[config.mk]
export PLATFORM = sky130hd
export DESIGN_NAME = modbus_rtu_request_framer
export DESIGN_NICKNAME = d
export VERILOG_FILES = /design/src/design/rmf_pkg.sv /design/src/design/modbus_rtu_request_framer.sv /design/src/design/rmf_front.sv /design/src/design/rmf_queue.sv /design/src/design/rmf_back.sv
export SDC_FILE = /design/constraint.sdc
export NUM_CORES = 1
export LEC_CHECK = 0
export BUFFER_PORTS_ARGS = -buffer_cell sky130_fd_sc_hd__buf_4
export CORE_ASPECT_RATIO = 2
export CORE_MARGIN = 2
export CORE_UTILIZATION = 24
export CTS_BUF_LIST = sky130_fd_sc_hd__clkbuf_4
export CTS_CLUSTER_DIAMETER = 60
export DETAILED_ROUTE_END_ITERATION = 6
export PLACE_DENSITY = 0.49
export SYNTH_ARGS = -nofsm -noshare
export SYNTH_HDL_FRONTEND = slang
export SYNTH_SLANG_ARGS = --single-unit
[constraint.sdc]
create_clock -name clock -period 11.65 [get_ports clock]
set_input_delay 2.33 -clock clock [delete_from_list [all_inputs] [get_ports clock]]
set_output_delay 2.33 -clock clock [all_outputs]
set_load 0.005 [all_outputs]
[src/design/rmf_pkg.sv]
// ----------------------------------------------------------------------------
// rmf_pkg
// Shared types and constants of the Modbus RTU request framer: the payloads of
// the request and response channels and the command passed from front to back.
// ----------------------------------------------------------------------------
package rmf_pkg;

   localparam int BYTE_W      = 8;
   localparam int WORD_W      = 16;
   localparam int COUNT_W     = 7;
   localparam int CMD_BYTES   = 8;
   localparam int NBYTES_W    = $clog2(CMD_BYTES);
   localparam int CSR_INDEX_W = 1;

   // register indexes of the configuration port
   localparam logic [CSR_INDEX_W-1:0] CSR_WRITE_START = 1'b0;
   localparam logic [CSR_INDEX_W-1:0] CSR_READ_START  = 1'b1;

   typedef struct packed {
      logic                operation;
      logic [BYTE_W-1:0]   slave_address;
      logic [BYTE_W-1:0]   func_code;
      logic [COUNT_W-1:0]  register_count;
      logic [WORD_W-1:0]   data_word;
   } req_payload_type;

   typedef struct packed {
      logic [BYTE_W-1:0]   tx_byte;
      logic                last_byte;
      logic [BYTE_W-1:0]   reply_length;
   } rsp_payload_type;

   // one unit of work for the byte sequencer: plain bytes, then optional CRC
   typedef struct packed {
      logic [0:CMD_BYTES-1][BYTE_W-1:0] bytes;
      logic [NBYTES_W-1:0]             nbytes;
      logic                            add_crc;
      logic                            new_frame;
      logic [BYTE_W-1:0]               reply_length;
   } cmd_type;

endpackage

[src/design/modbus_rtu_request_framer.sv]
// ----------------------------------------------------------------------------
// modbus_rtu_request_framer
// Builds Modbus RTU master request frames (read holding, write multiple, other
// codes) one byte per beat, closed by the CRC-16, low byte first.
//
//   port group   dir   handshake           payload
//   req_*        in    req_valid/req_stall req_data  (rmf_pkg::req_payload_type)
//   rsp_*        out   rsp_valid/rsp_stall rsp_data  (rmf_pkg::rsp_payload_type)
//   csr_*        in    csr_we              csr_index, csr_wdata
//
// An item yields 0 to 8 bytes (start items 4, 7 or 8, data words 2 or 4);
// the back-end sequencer sends them one byte a cycle while the output is not stalled.
// The front accepts an item per cycle while the two-entry command queue
// has room; stray data words are taken and dropped at once.
// Reset is synchronous and clears the frame state, queue and output register;
// both start-register addresses reset to zero.
// rsp_stall holds the output beat; the back end and then the queue fill behind
// it before req_stall rises.
// ----------------------------------------------------------------------------
module modbus_rtu_request_framer #(
   parameter int MAX_REGISTERS = 125
) (
   input  logic                                clock,
   input  logic                                reset,
   input  logic                                req_valid,
   input  rmf_pkg::req_payload_type            req_data,
   output logic                                req_stall,
   output logic                                rsp_valid,
   output rmf_pkg::rsp_payload_type            rsp_data,
   input  logic                                rsp_stall,
   input  logic                                csr_we,
   input  logic [rmf_pkg::CSR_INDEX_W-1:0]     csr_index,
   input  logic [rmf_pkg::WORD_W-1:0]          csr_wdata
);
   import rmf_pkg::*;

   logic    push;
   logic    push_ready;
   cmd_type push_cmd;
   logic    q_valid;
   logic    q_pop;
   cmd_type q_cmd;

   rmf_front #(
      .MAX_REGISTERS (MAX_REGISTERS)
   ) u_front (
      .clock      (clock),
      .reset      (reset),
      .req_valid  (req_valid),
      .req_data   (req_data),
      .req_stall  (req_stall),
      .csr_we     (csr_we),
      .csr_index  (csr_index),
      .csr_wdata  (csr_wdata),
      .push       (push),
      .push_cmd   (push_cmd),
      .push_ready (push_ready)
   );

   rmf_queue u_queue (
      .clock      (clock),
      .reset      (reset),
      .push       (push),
      .push_cmd   (push_cmd),
      .push_ready (push_ready),
      .pop        (q_pop),
      .pop_cmd    (q_cmd),
      .pop_valid  (q_valid)
   );

   rmf_back u_back (
      .clock     (clock),
      .reset     (reset),
      .q_valid   (q_valid),
      .q_cmd     (q_cmd),
      .q_pop     (q_pop),
      .rsp_valid (rsp_valid),
      .rsp_data  (rsp_data),
      .rsp_stall (rsp_stall)
   );

endmodule

[src/design/rmf_front.sv]
// ----------------------------------------------------------------------------
// rmf_front
// Accepts request items, holds the frame state and configuration registers,
// and turns each item into a byte command for the back end.
// ----------------------------------------------------------------------------
module rmf_front #(
   parameter int MAX_REGISTERS = 125
) (
   input  logic                                clock,
   input  logic                                reset,
   input  logic                                req_valid,
   input  rmf_pkg::req_payload_type            req_data,
   output logic                                req_stall,
   input  logic                                csr_we,
   input  logic [rmf_pkg::CSR_INDEX_W-1:0]     csr_index,
   input  logic [rmf_pkg::WORD_W-1:0]          csr_wdata,
   output logic                                push,
   output rmf_pkg::cmd_type                    push_cmd,
   input  logic                                push_ready
);
   import rmf_pkg::*;

   localparam logic                OP_START          = 1'b0;
   localparam logic [BYTE_W-1:0]   FC_READ_HOLDING   = 8'd3;
   localparam logic [BYTE_W-1:0]   FC_WRITE_MULTIPLE = 8'd16;
   localparam logic [BYTE_W-1:0]   WRITE_REPLY_BYTES = 8'd8;
   localparam logic [BYTE_W-1:0]   READ_REPLY_BASE   = 8'd5;
   localparam logic [COUNT_W-1:0]  COUNT_LIMIT       = COUNT_W'(MAX_REGISTERS);

   logic [WORD_W-1:0]  write_start_ff, write_start_in;
   logic [WORD_W-1:0]  read_start_ff, read_start_in;
   logic [COUNT_W-1:0] words_left_ff, words_left_in;
   logic [BYTE_W-1:0]  held_reply_ff, held_reply_in;

   logic               accept;
   logic               is_start;
   logic [COUNT_W-1:0] count_sat;
   logic [COUNT_W-1:0] count_wr;
   logic [BYTE_W-1:0]  start_reply;

   assign req_stall = !push_ready;
   assign accept    = req_valid && push_ready;
   assign is_start  = req_data.operation == OP_START;
   assign count_sat = (req_data.register_count > COUNT_LIMIT) ? COUNT_LIMIT
                                                                : req_data.register_count;
   assign count_wr  = (count_sat == '0) ? COUNT_W'(1) : count_sat;

   always_comb begin
      priority if (req_data.func_code == FC_READ_HOLDING) begin
         start_reply = READ_REPLY_BASE + BYTE_W'({count_sat, 1'b0});
      end else if (req_data.func_code == FC_WRITE_MULTIPLE) begin
         start_reply = WRITE_REPLY_BYTES;
      end else begin
         start_reply = '0;
      end
   end

   // classify the item and build its command
   always_comb begin
      push_cmd = '0;
      push     = accept && (is_start || words_left_ff != '0);
      if (is_start) begin
         push_cmd.bytes[0]     = req_data.slave_address;
         push_cmd.bytes[1]     = req_data.func_code;
         push_cmd.new_frame    = 1'b1;
         push_cmd.reply_length = start_reply;
         priority if (req_data.func_code == FC_READ_HOLDING) begin
            push_cmd.bytes[2] = read_start_ff[WORD_W-1:BYTE_W];
            push_cmd.bytes[3] = read_start_ff[BYTE_W-1:0];
            push_cmd.bytes[4] = '0;
            push_cmd.bytes[5] = BYTE_W'(count_sat);
            push_cmd.nbytes   = NBYTES_W'(6);
            push_cmd.add_crc  = 1'b1;
         end else if (req_data.func_code == FC_WRITE_MULTIPLE) begin
            push_cmd.bytes[2] = write_start_ff[WORD_W-1:BYTE_W];
            push_cmd.bytes[3] = write_start_ff[BYTE_W-1:0];
            push_cmd.bytes[4] = '0;
            push_cmd.bytes[5] = BYTE_W'(count_wr);
            push_cmd.bytes[6] = BYTE_W'({count_wr, 1'b0});
            push_cmd.nbytes   = NBYTES_W'(7);
            push_cmd.add_crc  = 1'b0;
         end else begin
            push_cmd.nbytes   = NBYTES_W'(2);
            push_cmd.add_crc  = 1'b1;
         end
      end else begin
         push_cmd.bytes[0]     = req_data.data_word[WORD_W-1:BYTE_W];
         push_cmd.bytes[1]     = req_data.data_word[BYTE_W-1:0];
         push_cmd.nbytes       = NBYTES_W'(2);
         push_cmd.add_crc      = words_left_ff == COUNT_W'(1);
         push_cmd.new_frame    = 1'b0;
         push_cmd.reply_length = held_reply_ff;
      end
   end

   always_comb begin
      write_start_in = write_start_ff;
      read_start_in  = read_start_ff;
      words_left_in  = words_left_ff;
      held_reply_in  = held_reply_ff;
      if (csr_we) begin
         unique case (csr_index)
            CSR_WRITE_START: write_start_in = csr_wdata;
            CSR_READ_START:  read_start_in  = csr_wdata;
            default:         ;
         endcase
      end
      if (accept && is_start) begin
         held_reply_in = start_reply;
         words_left_in = (req_data.func_code == FC_WRITE_MULTIPLE) ? count_wr : '0;
      end else if (push) begin
         words_left_in = words_left_ff - COUNT_W'(1);
      end
   end

   always_ff @(posedge clock) begin
      if (reset) begin
         write_start_ff <= '0;
         read_start_ff  <= '0;
         words_left_ff  <= '0;
         held_reply_ff  <= '0;
      end else begin
         write_start_ff <= write_start_in;
         read_start_ff  <= read_start_in;
         words_left_ff  <= words_left_in;
         held_reply_ff  <= held_reply_in;
      end
   end

   a_words_bound: assert property (@(posedge clock) disable iff (reset)
      words_left_ff <= COUNT_LIMIT)
      else $error("words left beyond register limit");

   a_data_continues: assert property (@(posedge clock) disable iff (reset)
      push && !is_start |-> push_cmd.reply_length == WRITE_REPLY_BYTES)
      else $error("data word pushed outside a write frame");

endmodule

[src/design/rmf_queue.sv]
// ----------------------------------------------------------------------------
// rmf_queue
// Two-entry command queue between front and back end.
// ----------------------------------------------------------------------------
module rmf_queue (
   input  logic               clock,
   input  logic               reset,
   input  logic               push,
   input  rmf_pkg::cmd_type   push_cmd,
   output logic               push_ready,
   input  logic               pop,
   output rmf_pkg::cmd_type   pop_cmd,
   output logic               pop_valid
);
   import rmf_pkg::*;

   localparam int DEPTH = 2;

   cmd_type                     slots_ff [DEPTH];
   logic                        wr_ptr_ff, wr_ptr_in;
   logic                        rd_ptr_ff, rd_ptr_in;
   logic [$clog2(DEPTH+1)-1:0]  count_ff, count_in;

   assign push_ready = count_ff != 2'(DEPTH);
   assign pop_valid  = count_ff != '0;
   assign pop_cmd    = slots_ff[rd_ptr_ff];

   always_comb begin
      wr_ptr_in = push ? !wr_ptr_ff : wr_ptr_ff;
      rd_ptr_in = pop  ? !rd_ptr_ff : rd_ptr_ff;
      count_in  = count_ff;
      unique case ({push, pop})
         2'b10:   count_in = count_ff + 2'd1;
         2'b01:   count_in = count_ff - 2'd1;
         default: count_in = count_ff;
      endcase
   end

   always_ff @(posedge clock) begin
      if (push) begin
         slots_ff[wr_ptr_ff] <= push_cmd;
      end
   end

   always_ff @(posedge clock) begin
      if (reset) begin
         wr_ptr_ff <= 1'b0;
         rd_ptr_ff <= 1'b0;
         count_ff  <= '0;
      end else begin
         wr_ptr_ff <= wr_ptr_in;
         rd_ptr_ff <= rd_ptr_in;
         count_ff  <= count_in;
      end
   end

   a_count_bound: assert property (@(posedge clock) disable iff (reset)
      count_ff <= 2'(DEPTH))
      else $error("queue overfilled");

endmodule

[src/design/rmf_back.sv]
// ----------------------------------------------------------------------------
// rmf_back
// Byte sequencer: walks each command one byte a cycle unless stalled, keeps
// the running CRC-16 and closes frames with the CRC, low byte first.
// ----------------------------------------------------------------------------
module rmf_back (
   input  logic                       clock,
   input  logic                       reset,
   input  logic                       q_valid,
   input  rmf_pkg::cmd_type           q_cmd,
   output logic                       q_pop,
   output logic                       rsp_valid,
   output rmf_pkg::rsp_payload_type   rsp_data,
   input  logic                       rsp_stall
);
   import rmf_pkg::*;

   localparam logic [WORD_W-1:0] CRC_INIT = 16'hFFFF;
   localparam logic [WORD_W-1:0] CRC_POLY = 16'hA001;

   function automatic logic [WORD_W-1:0] crc_byte(input logic [WORD_W-1:0] crc,
                                                  input logic [BYTE_W-1:0] b);
      logic [WORD_W-1:0] c;
      c = crc ^ WORD_W'(b);
      for (int i = 0; i < BYTE_W; i++) begin
         c = c[0] ? ((c >> 1) ^ CRC_POLY) : (c >> 1);
      end
      return c;
   endfunction

   cmd_type           cur_ff, cur_in;
   logic              busy_ff, busy_in;
   logic [NBYTES_W-1:0] idx_ff, idx_in;
   logic [WORD_W-1:0] crc_ff, crc_in;
   logic              rsp_valid_ff, rsp_valid_in;
   rsp_payload_type   rsp_ff, rsp_in;

   logic              out_free;
   logic              advance;
   logic              in_data;
   logic              at_crc_lo;
   logic              at_end;
   logic [NBYTES_W-1:0] final_pos;
   logic [WORD_W-1:0] crc_base;
   logic [BYTE_W-1:0] data_byte;
   logic [BYTE_W-1:0] byte_out;

   assign out_free  = !rsp_valid_ff || !rsp_stall;
   assign advance   = busy_ff && out_free;
   assign in_data   = idx_ff < cur_ff.nbytes;
   assign at_crc_lo = idx_ff == cur_ff.nbytes;
   assign final_pos = cur_ff.add_crc ? NBYTES_W'(cur_ff.nbytes + NBYTES_W'(1))
                                     : NBYTES_W'(cur_ff.nbytes - NBYTES_W'(1));
   assign at_end    = idx_ff == final_pos;
   assign crc_base  = (cur_ff.new_frame && idx_ff == '0) ? CRC_INIT : crc_ff;
   assign data_byte = cur_ff.bytes[idx_ff];
   assign q_pop     = q_valid && (!busy_ff || (advance && at_end));

   always_comb begin
      priority if (in_data) begin
         byte_out = data_byte;
      end else if (at_crc_lo) begin
         byte_out = crc_ff[BYTE_W-1:0];
      end else begin
         byte_out = crc_ff[WORD_W-1:BYTE_W];
      end
   end

   always_comb begin
      cur_in       = cur_ff;
      busy_in      = busy_ff;
      idx_in       = idx_ff;
      crc_in       = crc_ff;
      rsp_in       = rsp_ff;
      rsp_valid_in = rsp_valid_ff;
      if (q_pop) begin
         cur_in  = q_cmd;
         busy_in = 1'b1;
         idx_in  = '0;
      end else if (advance && at_end) begin
         busy_in = 1'b0;
      end else if (advance) begin
         idx_in = idx_ff + NBYTES_W'(1);
      end
      if (advance && in_data) begin
         crc_in = crc_byte(crc_base, data_byte);
      end
      if (advance) begin
         rsp_valid_in        = 1'b1;
         rsp_in.tx_byte      = byte_out;
         rsp_in.last_byte    = cur_ff.add_crc && at_end;
         rsp_in.reply_length = cur_ff.reply_length;
      end else if (!rsp_stall) begin
         rsp_valid_in = 1'b0;
      end
   end

   always_ff @(posedge clock) begin
      cur_ff <= cur_in;
      rsp_ff <= rsp_in;
   end

   always_ff @(posedge clock) begin
      if (reset) begin
         busy_ff      <= 1'b0;
         idx_ff       <= '0;
         crc_ff       <= CRC_INIT;
         rsp_valid_ff <= 1'b0;
      end else begin
         busy_ff      <= busy_in;
         idx_ff       <= idx_in;
         crc_ff       <= crc_in;
         rsp_valid_ff <= rsp_valid_in;
      end
   end

   assign rsp_valid = rsp_valid_ff;
   assign rsp_data  = rsp_ff;

   a_idx_bound: assert property (@(posedge clock) disable iff (reset)
      busy_ff |-> idx_ff <= final_pos)
      else $error("byte index past end of command");

   a_cmd_min: assert property (@(posedge clock) disable iff (reset)
      busy_ff |-> cur_ff.nbytes >= NBYTES_W'(2))
      else $error("command shorter than two bytes");

   a_last_flag: assert property (@(posedge clock) disable iff (reset)
      advance && cur_ff.add_crc && at_end |=> rsp_valid_ff && rsp_ff.last_byte)
      else $error("closing CRC byte not flagged as last");

endmodule

# --- Word-level counts from Yosys, hierarchy flattened ---
# Memory sizes are Yosys's and may differ from the RTL's. A register that Yosys moved wholly into a read port is not among the register bits.
# Index checks and enable logic that the tools add are counted.
op_classes:
  shifts: 0
  bitwise: 13
  mux: 37
  div: 0
  eq_ne: 9
  n_reduce_logical: 29
  multipliers: 0
  n_lt_le_gt_ge: 3
  add_sub_neg: 7
ops:
  columns: ["operator", "count"]
  rows:
  - ["$mux 16", 10]
  - ["$mux 40", 2]
  - ["$mux 8", 6]
  - ["$mux 7", 5]
  - ["$mux 32", 1]
  - ["$bmux 8 s3", 1]
  - ["$not 2->3", 8]
  - ["$xor 16x8->16", 1]
  - ["$mux 13", 1]
  - ["$mux 4", 3]
  - ["$logic_and 1x1->1", 9]
  - ["$add 3x8->8 const A", 1]
  - ["$eq 8x2->1 const B", 1]
  - ["$eq 8x5->1 const B", 1]
  - ["$reduce_bool 2->1", 4]
  - ["$eq 7x1->1 const B", 1]
  - ["$gt 7x7->1 const B", 1]
  - ["$logic_not 7->1", 1]
  - ["$reduce_bool 7->1", 1]
  - ["$sub 7x1->7 const B", 1]
  - ["$add 3x1->3 const B", 2]
  - ["$eq 3x3->1", 2]
  - ["$logic_not 1->1", 6]
  - ["$mux 1", 6]
  - ["17 further kinds", 23]
totals:
  memories: 1
  wordCells: 114
  reg_bits: 97
  out_inout_bits: 19
  ramBits: 138
  mem_bits_ro: 0
  latchBits: 0
mem_list:
  columns: ["memory", "depth", "word_bits", "rd", "rd_ports_with_merged_regs", "write_ports", "line", "source"]
  rows:
  - ["u_queue.slots_ff", 2, 69, 1, 1, 1, "rmf_queue.sv:19", "cmd_type slots_ff [DEPTH];"]

# --- Longest topological paths before layout ---
depth:
  depth_word: 21
  mapped_depth: 12
  mapped_depth_nobuf: 11

# --- Modules after synthesis ---
# A second synthesis with hierarchy kept.
unflattened:
  cells_unflattened: 949
  area_unflattened_um2: 13568.0
by_module_without_submodules:
  columns: ["mod", "cells_each", "instances", "area_each_um2"]
  rows:
  - ["rmf_queue", 262, 1, 5879.4]
  - ["rmf_back", 323, 1, 4888.4]
  - ["rmf_front", 364, 1, 2800.2]

# --- Worst setup path before layout ---
# No wires, ideal clock.
synth_timing:
  path_type: "in2reg"
  startpoint: "in req_data[39] in the netlist's numbering"
  endpoint: "mem u_queue.slots_ff[0][0] in the netlist's numbering, enable pin"
  cell_stages: 4
  setup_time_ns: 0.474
  slack_ns: 5.601
  required_ns: 11.176
  arrival_ns: 5.574
  path_buffers: 1
  cell_sequence: "clkbuf_1 > a21oi_1 > inv_1 > nor2_1"
synth_between:
  elab_chain_len: 5
synth_lines:
  columns: ["item", "line", "source"]
  rows:
  - ["start: declaration", "modbus_rtu_request_framer.sv:26", "input rmf_pkg::req_payload_type req_data,"]
  - ["$not 1->1", "rmf_front.sv:43", "assign is_start = req_data.operation == OP_START;"]
  - ["$logic_or 1x1->1", "rmf_front.sv:61", "push = accept && (is_start || words_left_ff != '0);"]
  - ["$logic_and 1x1->1", "rmf_front.sv:61", null]
  - ["$mux 1", "rmf_queue.sv:40", "if (push) begin"]
  - ["$mux 1 (not written as such)", "rmf_queue.sv:41", "slots_ff[wr_ptr_ff] <= push_cmd;"]
  - ["end: declaration", "rmf_queue.sv:19", null]
# No other way between the ends.

# --- Worst setup path after layout ---
layout_timing:
  startpoint: "in req_data[39] in the netlist's numbering"
  endpoint: "mem u_queue.slots_ff[1][59] in the netlist's numbering, enable pin"
# Same word-level chain as after synthesis.

==> results <==
- The HPWL reported at the end of detailed placement is 18,200 um.
- The warning count from the yosys run is 0.
- In this run the core area contains 110 standard-cell rows.
- The switching share of power is 32.3%.
- Counting every net in the synthesized netlist gives 909.
- The share of the Yosys chip area taken by registers is 65.5%.
- For this run, the top clock speed supported by timing is 0.246 GHz.
- The synthesized area divided by synthesized cell count is 13.1 um2.
- Once the clock tree was built, the setup fixing pass inserted 0 buffers.
- Internal power comes to 2.12 mW.
- The count of nets after finishing is 1,017.
- The total power divided by cell area is 241 nW/um2.
- Summed over all cells, the static leakage comes to 4.60 nW.
- The post-placement setup slack is 6.83 ns.
- The maximum fanout along the worst path is 45.
- The congestion estimate from routability-driven global placement came to 0.789.
- The number of buffers on the longest clock path is 3.
- The final hold violation count is 0.
- The share of layout cells above drive strength 1 is 28.5%.
- The die extent in x is 155 um.
- The combinational fraction of design power is 29.2%.
- In this run the tool buffered the top-level ports with 80 buffer cells.
- The relative max-transition margin is 42.5%.
- Entering global routing, the biggest net connects 61 pins.
- The filler-free cell count of the finished design is 1,555.
- In this run the number of H-tree levels came out at 2.
- The post-synthesis instance total is 838.
- Setup repair after global routing left no endpoint under its margin.
- The analysis attributes to net switching a power of 1.01 mW.
- The routed layout has 6,847 vias.
- The tightest min-delay check is of the flip-flop to flip-flop type.
- The number of synthesized flops with an enable pin is 191.
- The TritonCTS buffer count is 57.
- For this run, the leading register cell type out of synthesis is sky130_fd_sc_hd__edfxtp_1.
- The first global-routing pass estimated 41,200 um of wire.
- The total global routing track utilization is 11.4%.
- The number of antenna violations at the first check in global routing is 1.
- The total count of max-transition violations in the final report is 0.
- After global routing the overflow that remains totals 0.
- The final worst hold slack is 0.423 ns.
- After synthesis the netlist holds a flip-flop and latch count of 263.
- In this run, placement finished with an instance count of 1,447.
- The number of top-level design ports is 81.
- The tree built by TritonCTS fans out to 263 sinks.
- The floorplan step set the die height to 306 um.
- After clock tree synthesis, the clock-pin slew on the worst setup and hold paths is 0.07 ns.
- Setup total negative slack on the finished layout was measured at 0 ns.
- Relative to the synthesized area, the layout overhead comes to 18.2%.
- The category of the worst setup path launch point is a primary input.
- The number of vias per cell is 4.40.
- The count of TritonRoute iterations in the first routing pass is 4.
- The starting utilization of the core area is 24.3%.
- The run finished with clean final reports.
- The category of the critical setup timing path is primary input to flip-flop.
- In the post-route analysis, the smallest setup slack over all paths is 7.58 ns.
- STA puts the critical path data required time at 11.97 ns.
- After floorplanning, the core was sized to cover 45,000 um2.
- The post-detailed-route DRC marker count is 0.
- The violation count after the first detailed-routing iteration is 346.
- In the synthesized netlist the async set-or-reset flop fraction comes to 0%.
- The data arrival time at the worst-slack endpoint is 4.39 ns.
- Of the total power, registers draw 46.8%.
- TritonCTS built the clock tree.
- The via count of the first global-routing pass is 7,154.
- The clock reaches the later pin of the worst-skew pair after 0.76 ns.
- The number of hold buffers added after CTS was 0.
- The final layout contains routed wiring with a total length of 26,900 um.
- Once detail routing completed, the nets flagged for antenna violations numbered 0.
- The type of destination of the critical path is a flip-flop.
- The root cell of the clock tree is sky130_fd_sc_hd__clkbuf_4.
- The tool flagged a number of max-cap violations equal to 0.
- On the final layout, the worst clock skew is 0.0784 ns.
- The worst-case vdd ir drop is 119 uV.
- The shortest period the worst path allows is 4.07 ns.
- The relative contribution of the clock network to total power is 23.9%.
- In the final routed layout, each cell accounts on average for 17.3 um.
- The worst register-to-register path has a setup slack of 7.96 ns.
- The die area is 47,500 um2.
- The count of cell types in the netlist is 57.
- The mapped netlist covers 11,000 um2.
- The actual transition at the worst max-transition pin is 0.863 ns.
- Setup violations remaining at the end of the flow were counted as 0.
- The final clock period utilization by the worst path is 34.9%.
- The sum of internal, switching and leakage power is 3.12 mW.
- Gates resized during post-CTS repair numbered 0.
[worst paths after layout]
path	startpoint	end	cells after the start
setup / recovery	req_data[39]	u_queue.slots_ff[1][59]	4
hold / removal	u_back.cur_ff[1]	u_back.rsp_data[1]	0
setup reg to reg	u_back.idx_ff[0]	u_back.idx_ff[0]	8
hold reg to reg	u_back.cur_ff[1]	u_back.rsp_data[1]	0
[Yosys cell counts, types with 6 or more instances]
cell	number	share of area [%]
sky130_fd_sc_hd__and2_1	12	0.69
sky130_fd_sc_hd__nor2b_1	8	0.46
sky130_fd_sc_hd__a211o_1	7	0.56
sky130_fd_sc_hd__xor2_1	6	0.48
sky130_fd_sc_hd__ha_1	9	1.0
sky130_fd_sc_hd__a22o_1	16	1.3
sky130_fd_sc_hd__clkbuf_1	27	0.92
sky130_fd_sc_hd__mux2i_1	13	1.2
sky130_fd_sc_hd__a21oi_1	56	2.6
sky130_fd_sc_hd__edfxtp_1	191	52
sky130_fd_sc_hd__inv_1	15	0.51
sky130_fd_sc_hd__nand2b_1	8	0.46
sky130_fd_sc_hd__buf_1	6	0.21
sky130_fd_sc_hd__xnor2_1	29	2.3
sky130_fd_sc_hd__dfxtp_1	72	13
sky130_fd_sc_hd__nor2_1	73	2.5
sky130_fd_sc_hd__mux2_2	82	8.4
sky130_fd_sc_hd__nor3_1	20	0.91
sky130_fd_sc_hd__nand2_1	99	3.4
sky130_fd_sc_hd__a31oi_1	6	0.34
sky130_fd_sc_hd__o21ai_0	14	0.64
[layer usage]
metal / global-route usage, % / up-vias / share of wire (%)
met4: 5.25 / 0 / 3.5
met2: 22.5 / 161 / 57
met3: 1.96 / 63 / 3.6
met5: 0 / - / 0
met1: 11.2 / 3320 / 36
li1: - / 3303 / -
[flip-flops by register name, summed over array words and instances, names as in the netlist, 2 cells and up]
signal                  count
u_queue.slots_ff          116
u_back.cur_ff              58
u_back.rsp_data            17
u_back.crc_ff              16
u_front.read_start_ff      16
u_front.write_start_ff     16
u_front.held_reply_ff       8
u_front.words_left_ff       7
u_back.idx_ff               3
u_queue.count_ff            2
[cells in the final DEF (no fill, tap or decap), types with 8 or more instances in the layout]
| master | Yosys | final |
|---|---|---|
| sky130_fd_sc_hd__edfxtp_1 | 191 | 191 |
| sky130_fd_sc_hd__nand2_1 | 99 | 99 |
| sky130_fd_sc_hd__buf_4 | 3 | 90 |
| sky130_fd_sc_hd__clkbuf_4 | 0 | 83 |
| sky130_fd_sc_hd__mux2_2 | 82 | 82 |
| sky130_fd_sc_hd__nor2_1 | 73 | 72 |
| sky130_fd_sc_hd__dfxtp_1 | 72 | 71 |
| sky130_fd_sc_hd__a21oi_1 | 56 | 56 |
| sky130_fd_sc_hd__xnor2_1 | 29 | 29 |
| sky130_fd_sc_hd__nor3_1 | 20 | 19 |
| sky130_fd_sc_hd__a22o_1 | 16 | 16 |
| sky130_fd_sc_hd__inv_1 | 15 | 15 |
| sky130_fd_sc_hd__o21ai_0 | 14 | 14 |
| sky130_fd_sc_hd__clkinv_1 | 0 | 14 |
| sky130_fd_sc_hd__mux2i_1 | 13 | 13 |
| sky130_fd_sc_hd__and2_1 | 12 | 11 |
| sky130_fd_sc_hd__ha_1 | 9 | 9 |
| sky130_fd_sc_hd__nand2b_1 | 8 | 8 |
| sky130_fd_sc_hd__nor2b_1 | 8 | 8 |
[area by class of cell]
type	instances	area (um2)
Fill cell	4535	32100
Sequential cell	263	7180
Multi-Input combinational cell	518	3540
Tap cell	560	701
Timing Repair Buffer	90	676
Clock buffer	83	623
Clock inverter	24	169
Inverter	16	60.1
Antenna cell	1	2.50
[per-stage QoR]
stage / utilization, % / instance area (um2)
after floorplan: - / 11000
after global placement: 27.0 / 12200
after detailed placement: 27.0 / 12200
after CTS: 28.8 / 12900
final: 28.8 / 13000
after global routing: 28.8 / 13000
[worst max-delay path, stage by stage]
cell                      delay (ns)
sky130_fd_sc_hd__buf_4          0.24
sky130_fd_sc_hd__a21oi_1        0.63
sky130_fd_sc_hd__and2_2         0.51
sky130_fd_sc_hd__buf_4          0.61
[logic make-up after synthesis]
logic type,Yosys count,synth area share [%]
AO/OA/AOI/OAI,132,7.92
adder cells (fa/ha/maj),9,1.03
buffers and inverters,57,2.34
AND/OR/NAND/NOR,243,9.88
XOR/XNOR,37,3.28
flip-flops,263,65.5
multiplexers,97,10.1
[power by group through the flow]
stage | Sequential, mW | Combinational [mW] | Clock (mW)
5_1_grt | 1.49 | 1.01 | 0.818
2_1_floorplan | 1.42 | 0.684 | 0
3_5_place_dp | 1.49 | 0.932 | 0
3_3_place_gp | 1.49 | 0.930 | 0
4_1_cts | 1.47 | 0.937 | 0.780
6_report | 1.46 | 0.914 | 0.748
(Power assumes the default switching activity.)
